## src/rtl/core/chunky_to_planar_words_macros.svh

```systemverilog
// Assertion macros used by the top-level RTL; clock is clk, reset is rst.
`ifndef CHUNKY_TO_PLANAR_WORDS_MACROS_SVH
`define CHUNKY_TO_PLANAR_WORDS_MACROS_SVH

// same-cycle implication
`define C2P_ASSERT_NOW(lbl, ante, cons, msg) \
  lbl: assert property (@(posedge clk) disable iff (rst) (ante) |-> (cons)) else $error(msg);

// next-cycle implication
`define C2P_ASSERT_NEXT(lbl, ante, cons, msg) \
  lbl: assert property (@(posedge clk) disable iff (rst) (ante) |=> (cons)) else $error(msg);

`endif

```

## src/rtl/core/c2p_pkg.sv

```systemverilog
package c2p_pkg;

  localparam int DEF_MAX_PLANES     = 32;
  localparam int DEF_MAX_LINE_WIDTH = 4096;

  localparam int WORD_BITS   = 32;
  localparam int PLANES_W    = 6;
  localparam int WIDTH_W     = 13;
  localparam int STRIDE_W    = 8;
  localparam int LINES_W     = 13;
  localparam int OFFSET_W    = 19;
  localparam int PAD_W       = 5;
  localparam int PIDX_W      = 5;
  localparam int CFG_DATA_W  = 13;
  localparam int CFG_INDEX_W = 2;

  localparam logic [PLANES_W-1:0] RST_PLANE_COUNT      = 6'd8;
  localparam logic [WIDTH_W-1:0]  RST_LINE_WIDTH       = 13'd320;
  localparam logic [STRIDE_W-1:0] RST_PLANE_ROW_STRIDE = 8'd10;
  localparam logic [LINES_W-1:0]  RST_LINE_COUNT       = 13'd256;

  typedef enum logic [CFG_INDEX_W-1:0] {
    REG_PLANE_COUNT      = 2'd0,
    REG_LINE_WIDTH       = 2'd1,
    REG_PLANE_ROW_STRIDE = 2'd2,
    REG_LINE_COUNT       = 2'd3
  } cfg_reg_t;

  // burst hand-over from the accumulator stage to the drain buffer
  typedef struct packed {
    logic                load;
    logic [PAD_W-1:0]    pad;
    logic [PLANES_W-1:0] planes;
    logic [OFFSET_W-1:0] offset;
  } burst_t;

  typedef struct packed {
    logic busy;
    logic finishing;
  } drain_status_t;

endpackage

```

## src/rtl/core/c2p_accum.sv

```systemverilog
module c2p_accum #(
  parameter int MAX_PLANES     = c2p_pkg::DEF_MAX_PLANES,
  parameter int MAX_LINE_WIDTH = c2p_pkg::DEF_MAX_LINE_WIDTH
) (
  input  logic                                   clk,
  input  logic                                   rst,
  input  logic                                   accept,
  input  logic [c2p_pkg::WORD_BITS-1:0]          pixel_value,
  input  logic [c2p_pkg::PLANES_W-1:0]           plane_count,
  input  logic [c2p_pkg::WIDTH_W-1:0]            line_width,
  input  logic [c2p_pkg::STRIDE_W-1:0]           plane_row_stride,
  input  logic [c2p_pkg::LINES_W-1:0]            line_count,
  output logic                                   trigger,
  output c2p_pkg::burst_t                        burst,
  output logic [MAX_PLANES-1:0][c2p_pkg::WORD_BITS-1:0] words
);

  localparam int COL_W  = $clog2(MAX_LINE_WIDTH + 1);
  localparam int CMP_W  = (COL_W > c2p_pkg::WIDTH_W) ? COL_W : c2p_pkg::WIDTH_W;
  localparam int CWORD_W = $clog2(MAX_LINE_WIDTH / c2p_pkg::WORD_BITS + 1);

  logic [MAX_PLANES-1:0][c2p_pkg::WORD_BITS-1:0] accum;
  logic [c2p_pkg::PAD_W-1:0]    bit_fill;
  logic [COL_W-1:0]             pixel_column;
  logic [CWORD_W-1:0]           column_word;
  logic [c2p_pkg::OFFSET_W-1:0] row_base;
  logic [c2p_pkg::LINES_W-1:0]  line_index;

  logic [c2p_pkg::PLANES_W-1:0] planes_eff;
  logic [CMP_W-1:0]             width_raw;
  logic [CMP_W-1:0]             width_eff;
  logic [c2p_pkg::LINES_W-1:0]  lines_eff;
  logic [COL_W-1:0]             col_inc;
  logic [c2p_pkg::LINES_W-1:0]  line_inc;
  logic                         word_full;
  logic                         line_end;

  always_comb begin
    if (plane_count == '0) begin
      planes_eff = c2p_pkg::PLANES_W'(1);
    end else if (plane_count > c2p_pkg::PLANES_W'(MAX_PLANES)) begin
      planes_eff = c2p_pkg::PLANES_W'(MAX_PLANES);
    end else begin
      planes_eff = plane_count;
    end
    width_raw = (line_width == '0) ? CMP_W'(1) : CMP_W'(line_width);
    width_eff = (width_raw > CMP_W'(MAX_LINE_WIDTH)) ? CMP_W'(MAX_LINE_WIDTH) : width_raw;
    lines_eff = (line_count == '0) ? c2p_pkg::LINES_W'(1) : line_count;
    col_inc   = pixel_column + COL_W'(1);
    line_inc  = line_index + c2p_pkg::LINES_W'(1);
    word_full = (bit_fill == '1);
    line_end  = CMP_W'(col_inc) >= width_eff;
    trigger   = word_full || line_end;
  end

  // new plane words with this pixel shifted in; unused planes take zeros
  always_comb begin
    for (int p = 0; p < MAX_PLANES; p++) begin
      words[p] = {accum[p][c2p_pkg::WORD_BITS-2:0],
                  pixel_value[p] & (c2p_pkg::PLANES_W'(p) < planes_eff)};
    end
  end

  always_comb begin
    burst.load   = accept && trigger;
    burst.pad    = ~bit_fill;
    burst.planes = planes_eff;
    burst.offset = row_base + c2p_pkg::OFFSET_W'(column_word);
  end

  always_ff @(posedge clk) begin
    if (rst) begin
      accum        <= '0;
      bit_fill     <= '0;
      pixel_column <= '0;
      column_word  <= '0;
      row_base     <= '0;
      line_index   <= '0;
    end else if (accept) begin
      if (line_end) begin
        accum        <= '0;
        bit_fill     <= '0;
        pixel_column <= '0;
        column_word  <= '0;
        if (line_inc >= lines_eff) begin
          line_index <= '0;
          row_base   <= '0;
        end else begin
          line_index <= line_inc;
          row_base   <= row_base + c2p_pkg::OFFSET_W'(plane_row_stride);
        end
      end else begin
        accum        <= words;
        bit_fill     <= bit_fill + c2p_pkg::PAD_W'(1);
        pixel_column <= col_inc;
        if (word_full) begin
          column_word <= column_word + CWORD_W'(1);
        end
      end
    end
  end

endmodule

```

## src/rtl/core/c2p_drain.sv

```systemverilog
module c2p_drain #(
  parameter int MAX_PLANES = c2p_pkg::DEF_MAX_PLANES
) (
  input  logic                                   clk,
  input  logic                                   rst,
  input  c2p_pkg::burst_t                        burst,
  input  logic [MAX_PLANES-1:0][c2p_pkg::WORD_BITS-1:0] words,
  output c2p_pkg::drain_status_t                 status,
  output logic                                   out_valid,
  input  logic                                   out_stall,
  output logic [c2p_pkg::WORD_BITS-1:0]          plane_word,
  output logic [c2p_pkg::PIDX_W-1:0]             plane_index,
  output logic [c2p_pkg::OFFSET_W-1:0]           word_offset,
  output logic                                   last_plane
);

  localparam int IDX_W = (MAX_PLANES > 1) ? $clog2(MAX_PLANES) : 1;

  logic [MAX_PLANES-1:0][c2p_pkg::WORD_BITS-1:0] word_buf;
  logic [c2p_pkg::PAD_W-1:0]    pad_buf;
  logic [c2p_pkg::PLANES_W-1:0] planes_buf;
  logic [c2p_pkg::OFFSET_W-1:0] offset_buf;
  logic [IDX_W-1:0]             idx;
  logic                         busy;
  logic                         move;
  logic                         idx_last;

  assign idx_last = (c2p_pkg::PLANES_W'(idx) == planes_buf - c2p_pkg::PLANES_W'(1));
  assign move     = busy && (!out_valid || !out_stall);

  always_comb begin
    status.busy      = busy;
    status.finishing = move && idx_last;
  end

  // buffer: loaded whole from the accumulators, drained one word a cycle while out_stall allows
  always_ff @(posedge clk) begin
    if (rst) begin
      busy <= 1'b0;
      idx  <= '0;
    end else if (burst.load) begin
      busy <= 1'b1;
      idx  <= '0;
    end else if (move) begin
      if (idx_last) begin
        busy <= 1'b0;
      end
      idx <= idx + IDX_W'(1);
    end
  end

  always_ff @(posedge clk) begin
    if (burst.load) begin
      word_buf   <= words;
      pad_buf    <= burst.pad;
      planes_buf <= burst.planes;
      offset_buf <= burst.offset;
    end
  end

  always_ff @(posedge clk) begin
    if (rst) begin
      out_valid <= 1'b0;
    end else if (move) begin
      out_valid <= 1'b1;
    end else if (!out_stall) begin
      out_valid <= 1'b0;
    end
  end

  always_ff @(posedge clk) begin
    if (move) begin
      plane_word  <= word_buf[idx] << pad_buf;
      plane_index <= c2p_pkg::PIDX_W'(idx);
      word_offset <= offset_buf;
      last_plane  <= idx_last;
    end
  end

endmodule

```

## src/rtl/core/chunky_to_planar_words.sv

```systemverilog
// channel  | dir | valid     | stall     | payload
// ---------+-----+-----------+-----------+---------------------------------------------
// pixel in | in  | in_valid  | in_stall  | pixel_value
// words    | out | out_valid | out_stall | plane_word, plane_index, word_offset, last_plane
// config   | in  | cfg_write | -         | cfg_index, cfg_data
//
// One pixel a cycle while in_stall is low; a burst of N plane words, with N the plane
// count, leaves a buffer one word a cycle while out_stall is low. A pixel that closes
// a word or a line waits only while the previous burst is still in the buffer.
// rst is synchronous, clears all counters and accumulators; config reloads defaults.
`include "chunky_to_planar_words_macros.svh"

module chunky_to_planar_words #(
  parameter int MAX_PLANES     = c2p_pkg::DEF_MAX_PLANES,
  parameter int MAX_LINE_WIDTH = c2p_pkg::DEF_MAX_LINE_WIDTH
) (
  input  logic                             clk,
  input  logic                             rst,
  input  logic                             cfg_write,
  input  logic [c2p_pkg::CFG_INDEX_W-1:0]  cfg_index,
  input  logic [c2p_pkg::CFG_DATA_W-1:0]   cfg_data,
  input  logic                             in_valid,
  output logic                             in_stall,
  input  logic [c2p_pkg::WORD_BITS-1:0]    pixel_value,
  output logic                             out_valid,
  input  logic                             out_stall,
  output logic [c2p_pkg::WORD_BITS-1:0]    plane_word,
  output logic [c2p_pkg::PIDX_W-1:0]       plane_index,
  output logic [c2p_pkg::OFFSET_W-1:0]     word_offset,
  output logic                             last_plane
);

  logic [c2p_pkg::PLANES_W-1:0] plane_count;
  logic [c2p_pkg::WIDTH_W-1:0]  line_width;
  logic [c2p_pkg::STRIDE_W-1:0] plane_row_stride;
  logic [c2p_pkg::LINES_W-1:0]  line_count;

  logic                   accept;
  logic                   trigger;
  c2p_pkg::burst_t        burst;
  c2p_pkg::drain_status_t status;
  logic [MAX_PLANES-1:0][c2p_pkg::WORD_BITS-1:0] words;

  always_ff @(posedge clk) begin
    if (rst) begin
      plane_count      <= c2p_pkg::RST_PLANE_COUNT;
      line_width       <= c2p_pkg::RST_LINE_WIDTH;
      plane_row_stride <= c2p_pkg::RST_PLANE_ROW_STRIDE;
      line_count       <= c2p_pkg::RST_LINE_COUNT;
    end else if (cfg_write) begin
      case (c2p_pkg::cfg_reg_t'(cfg_index))
        c2p_pkg::REG_PLANE_COUNT:      plane_count      <= c2p_pkg::PLANES_W'(cfg_data);
        c2p_pkg::REG_LINE_WIDTH:       line_width       <= cfg_data;
        c2p_pkg::REG_PLANE_ROW_STRIDE: plane_row_stride <= c2p_pkg::STRIDE_W'(cfg_data);
        c2p_pkg::REG_LINE_COUNT:       line_count       <= cfg_data;
        default: ;
      endcase
    end
  end

  // hold a word- or line-closing pixel while the buffer still holds a burst
  assign in_stall = trigger && status.busy && !status.finishing;
  assign accept   = in_valid && !in_stall;

  c2p_accum #(
    .MAX_PLANES     (MAX_PLANES),
    .MAX_LINE_WIDTH (MAX_LINE_WIDTH)
  ) u_accum (
    .clk              (clk),
    .rst              (rst),
    .accept           (accept),
    .pixel_value      (pixel_value),
    .plane_count      (plane_count),
    .line_width       (line_width),
    .plane_row_stride (plane_row_stride),
    .line_count       (line_count),
    .trigger          (trigger),
    .burst            (burst),
    .words            (words)
  );

  c2p_drain #(
    .MAX_PLANES (MAX_PLANES)
  ) u_drain (
    .clk         (clk),
    .rst         (rst),
    .burst       (burst),
    .words       (words),
    .status      (status),
    .out_valid   (out_valid),
    .out_stall   (out_stall),
    .plane_word  (plane_word),
    .plane_index (plane_index),
    .word_offset (word_offset),
    .last_plane  (last_plane)
  );

  `C2P_ASSERT_NOW(a_no_overwrite, burst.load, !status.busy || status.finishing, "burst overwrites a buffer still draining")
  `C2P_ASSERT_NEXT(a_load_busy, burst.load, status.busy, "buffer not busy after a load")
  `C2P_ASSERT_NEXT(a_burst_gapless, out_valid && !out_stall && !last_plane, out_valid, "gap inside a burst")

endmodule
```

## config.mk

```make
export PLATFORM = sky130hd
export DESIGN_NAME = chunky_to_planar_words
export DESIGN_NICKNAME = d
export VERILOG_FILES = /design/src/rtl/core/c2p_pkg.sv /design/src/rtl/core/c2p_accum.sv /design/src/rtl/core/c2p_drain.sv /design/src/rtl/core/chunky_to_planar_words.sv
export VERILOG_INCLUDE_DIRS = /design/src /design/src/rtl/core
export SDC_FILE = /design/constraint.sdc
export NUM_CORES = 2
export LEC_CHECK = 0
export BUFFER_PORTS_ARGS = -buffer_cell sky130_fd_sc_hd__buf_4
export CAP_MARGIN = 10
export CELL_PAD_IN_SITES_DETAIL_PLACEMENT = 1
export CELL_PAD_IN_SITES_GLOBAL_PLACEMENT = 1
export CORE_MARGIN = 8
export CORE_UTILIZATION = 50
export CTS_BUF_LIST = sky130_fd_sc_hd__clkbuf_4
export CTS_CLUSTER_DIAMETER = 200
export CTS_CLUSTER_SIZE = 8
export DETAILED_ROUTE_END_ITERATION = 8
export GPL_TIMING_DRIVEN = 1
export HOLD_SLACK_MARGIN = 0.03
export PLACE_DENSITY = 0.86
export REMOVE_ABC_BUFFERS = 1
export SLEW_MARGIN = 20
export SYNTH_ARGS = -nofsm -noshare
export SYNTH_HDL_FRONTEND = slang
export SYNTH_SLANG_ARGS = --single-unit
```

## constraint.sdc

```tcl
create_clock -name clk -period 68.7 [get_ports clk]
set_clock_uncertainty 0.2 [all_clocks]
set_input_delay 3.435 -clock clk [delete_from_list [all_inputs] [get_ports clk]]
set_output_delay 3.435 -clock clk [all_outputs]
set_load 0.02 [all_outputs]
```

After elaboration in Yosys (flattened, before gate mapping):

Index checks and enable logic that the tools add are counted.

* register bits after elaboration: 2208
* input port bits: 52

* mux-type cells: 19
* reduce and logical (&&, ||, !) cells: 27
* equal/unequal tests: 6
* bitwise logic cells: 33
* add/subtract/negate cells: 8
* shifts and indexed selects: 1
* order comparisons: 37

Operators with widths (number)
* 1023-bit two-way mux: 1
* 32-bit binary-select mux with 5-bit select: 1
* 5-bit by 6-bit less-than comparator with 1-bit output (first input constant): 16
* 13-bit two-way mux: 5
* 4-bit by 6-bit less-than comparator with 1-bit output (first input constant): 8
* 19-bit by 8-bit adder with 19-bit output: 2
* 1-bit AND: 32
* 32-bit two-way mux: 1
* 32-bit by 5-bit << shifter with 32-bit output: 1
* 13-bit by 1-bit adder with 13-bit output (second input constant): 2
* 13-bit >= comparator: 2
* 13-bit zero test: 2
* 3-bit by 6-bit less-than comparator with 1-bit output (first input constant): 4
* 19-bit two-way mux: 1
* 8-bit two-way mux: 2
* 2-bit AND reduction: 7
* 13-bit > comparator (second input constant): 1
* 1-bit by 6-bit less-than comparator with 1-bit output (first input constant): 2
* 2-bit by 6-bit less-than comparator with 1-bit output (first input constant): 2
* 6-bit two-way mux: 2
* 5-bit by 1-bit adder with 5-bit output (second input constant): 2
* 8-bit by 1-bit adder with 8-bit output (second input constant): 1
* 5-bit by 6-bit == test with 1-bit output: 1
* 6-bit > comparator (second input constant): 1
* 16 further kinds: 32

Depth between registers and ports, before layout:

* depth after elaboration: 13
* depth in mapped cells: 19
* mapped depth without buffers: 16

By module:

Synthesis repeated with hierarchy kept, for this count alone.

* cells, all modules: 7316
* area, all modules: 86116.3 um^2

By module, submodules not included
* c2p_drain: area an instance 44311.2 um^2, instances 1, seq. area each 33502.1 um^2, cells an instance 2138
* c2p_accum: area an instance 40162.3 um^2, instances 1, seq. area each 21020.2 um^2, cells an instance 5021
* chunky_to_planar_words: area an instance 1642.8 um^2, instances 1, seq. area each 800.8 um^2, cells an instance 157

Worst setup path before layout:

No wires, ideal clock.

* path kind: input to register
* from: in out_stall
* to: reg u_drain.offset_buf[0] (netlist bit), enable pin
* setup slack: 37.184 ns
* buffers on the path: 0
* stages on the path: 5
* data arrival time: 23.199 ns
* setup time: 8.117 ns
* cells stage by stage: nand2_1 -> a41o_2 -> and2_1 -> o21ai_0 -> clkinv_1

RTL lines
* from (decl): line chunky_to_planar_words.sv:26 `input logic out_stall,`
* to (signal assigned): line c2p_drain.sv:57 `offset_buf <= burst.offset;`
* to (decl): line c2p_drain.sv:22 `logic [c2p_pkg::OFFSET_W-1:0] offset_buf;`

Worst setup path after layout:

* from: reg u_accum.pixel_column[0]
* to: out in_stall

* longest elaborated chain between the ends: 5

Ends and longest elaborated chain
* from (decl): line c2p_accum.sv:24 `logic [COL_W-1:0] pixel_column;`
* from (signal assigned): line c2p_accum.sv:95 `pixel_column <= col_inc;`
* 13-bit by 1-bit adder with 13-bit output: line c2p_accum.sv:49 `col_inc = pixel_column + COL_W'(1);`
* 13-bit >= comparator: line c2p_accum.sv:52 `line_end = CMP_W'(col_inc) >= width_eff;`
* 1-bit logical OR: line c2p_accum.sv:53 `trigger = word_full || line_end;`
* 1-bit logical AND (2 in series): line chunky_to_planar_words.sv:62 `assign in_stall = trigger && status.busy && !status.finishing;`
* to (decl): line chunky_to_planar_words.sv:23 `output logic in_stall,`

Every way passes these cells.

==> results.yml <==
cells_and_area:
  instances_no_fill: 9654
  nNetsFinal: 7309
  regArea_um2: 55300
  drive_gt1_share_pct: 12.9
  area_growth_pct: 7.42
  multiInputGateArea_um2: 26000
  fin_area_um2: 90100
  fillers: 17400
worst_setup_path:
  cp-start-kind: "register"
  critical_path_class: "register to output pin"
  arrival_ns: 4.70
  reg2reg_slack_ns: 61.16
  endpoint_kind: "output pin"
  required_ns: 65.07
  critPathMaxFanout: 5
synthesis:
  netlist.area_leader.share_pct: 39.8
  ys_seq_area_share_pct: 65.9
  synth.cell_area_um2: 83900
  dominantRegCellSynth: "edfxtp_1"
  yosys-top-cells-count: "nand2_1 (2165), a21oi_1 (1117), edfxtp_1 (1111)"
  syn_inst: 7190
  yosysTopAreaCell: "edfxtp_1"
  ys_types: 88
  ys_seq_elements: 2208
  avgSynthCellArea_um2: 11.7
  yosysMostFrequentCell: "nand2_1"
  synth_warnings: 0
  async_flop_share_pct: 0
  synth_edf_count: 1111
  ys_top_cells_by_area: "edfxtp_1 (40%), dfxtp_1 (26%), nand2_1 (9.7%)"
clock_tree:
  htreeDepth: 5
  post_cts_resize_count: 0
  clk_latency_ns: 1.35
  cts_setup_buffers: 0
  cts_sinks: 2208
  clockBufferDepth: 4
  cts_tree: "built"
  cts_made_buffers: 325
  clk_pin_slew_ns: 0.10
  ctsHoldBuffers: 0
  cts_root_buf: "clkbuf_4"
place:
  port_buffers: 110
  dp.cells: 9081
  hpwlAfterDp_um: 136000
  gp_congestion: 0.840
  place_area_um2: 85800
min_path:
  holdCritPathClass: "register to register"
timing:
  hold_viol_final: 0
  tns_ns: 0
  finalSetupViolCount: 0
  post-route-min-period_ns: 8.34
  maxSlewViolCount: 0
  max-slew-margin-rel_pct: 16.3
  worst_slew_pin_slew_ns: 1.26
  rsz0062_at_grt: "no"
  finalCritPeriodShare_pct: 12.1
  fmax_mhz: 120
  whs_ns: 0.190
detailed_routing:
  drt_iter0_drc: 5205
  vias: 56700
  ant_nets: 0
  vias_per_cell: 5.88
  dr.pass1.iters: 5
  routed_wl_um: 223000
  wl_per_cell_um: 23.1
  post-route-drc-count: 0
global_route:
  grt_usage_pct: 23.9
  grt-ovfl-total: 0
  grt_start_max_net_pins: 256
  grt_pass1_wl_um: 347000
  grt_pass1_vias: 60700
  antenna_found_initial: 8
run_status:
  outcome: "completed"
die:
  rows: 150
  core_area_um2: 167000
  die_w_um: 426
  io_pins: 111
  die_h_um: 426
  dieArea_um2: 181000
  initial_core_util_pct: 50.2
power_and_ir_drop:
  power.leakage_uw: 0.0288
  powerDensity_nw_per_um2: 25.1
  peakVddDrop_mv: 0.0170
flow_run:
  max_cap_viol_count: 0
==> worst max-delay path, stage by stage (launching register included) <==
cell	delay (ns)
dfxtp_1	0.41
ha_1	0.22
nand3_1	0.21
nor2_1	0.24
and3_1	0.26
and3_1	0.27
xor2_1	0.19
ha_1	0.27
a21o_1	0.19
a21o_1	0.17
a21oi_1	0.12
o21ai_0	0.15
a211oi_1	0.46
nor2_1	0.13
buf_4	0.18
==> routing by layer <==
layer  GRT usage [%]  vias up  share of wire [%]
met5               0        -                  0
met4            9.78        0                4.1
met3            3.86      554                5.3
met2            41.7     1748                 51
met1            29.5    28800                 40
li1                -    25600                  -
==> path summary, 6_finish.rpt <==
path / startpoint / end / depth (start not counted)
worst max-delay path: u_accum.pixel_column[0] / in_stall / 14
worst max register to register: u_accum.pixel_column[0] / u_accum.words[74] / 19
worst min-delay path: u_accum.words[168] / u_accum.words[169] / 2
worst min register to register: u_accum.words[168] / u_accum.words[169] / 2
==> power breakdown <==
group          leakage [µW]  switching, µW  internal (µW)  total (µW)
Combinational       0.00703           45.2           10.8        56.0
Sequential           0.0192           3.55           1380        1380
Clock               0.00261            454            375         829
==> cell usage in the layout, fill, tap and decap left out, drive strengths merged, types with 25 or more instances in the layout <==
master	instances
nand2	2165
a21oi	1117
edfxtp	1111
dfxtp	1097
clkbuf	554
mux4	200
mux2i	188
buf	184
nor2	85
o21ai	59
inv	53
ha	49
o221ai	41
o22ai	36
nand3	32
xnor2	30
xor2	30
a22o	30
nor3	28
nor2b	25
==> logic make-up (layout without fill, tap and decap cells) <==
family	Yosys count	after routing	synth area share (%)
and+or+nand+nor	2447	2447	11.5
muxes	403	403	8.00
DFF	2208	2208	65.9
xor gates and xnor gates	60	60	0.626
adders and majority gates	51	51	0.778
buffers and inverters	548	797	3.22
AOI/OAI and AO/OA	1473	1473	9.95
other	0	11	0
==> registers in the layout, indices dropped and copies added, names as in the netlist, 6 cells and up <==
name and cells:
u_accum.line_index 13, u_drain.planes_buf 6, u_accum.pixel_column 13, plane_row_stride 8, u_drain.word_offset 19, u_drain.plane_word 32, u_drain.word_buf 1024, u_accum.row_base 19
line_count 13, u_drain.offset_buf 19, plane_count 6, u_accum.column_word 8, line_width 13, u_accum.words 992
==> per-stage QoR <==
| stage | worst slack, ns | total power (µW) | util, % |
|---|---|---|---|
| floorplan | 24.15 | 1450 | - |
| global placement | 60.16 | 1460 | 51.3 |
| detailed placement | 59.82 | 1460 | 51.3 |
| CTS | 60.25 | 2280 | 53.9 |
| global route | 60.03 | 2340 | 54.0 |
| finish | 60.36 | 2260 | 54.0 |
==> final cells by class <==
type | count | share of cell area (%)
well taps | 2204 | 3.06
flip-flops and latches | 2208 | 61.4
repair buffers | 184 | 1.74
clock inverters | 6 | 0.142
inverters | 53 | 0.229
clock buffers | 554 | 4.61
diodes | 11 | 0.0305
multi-input cells | 4434 | 28.8
Note: power is estimated with default switching activity, not from simulation.
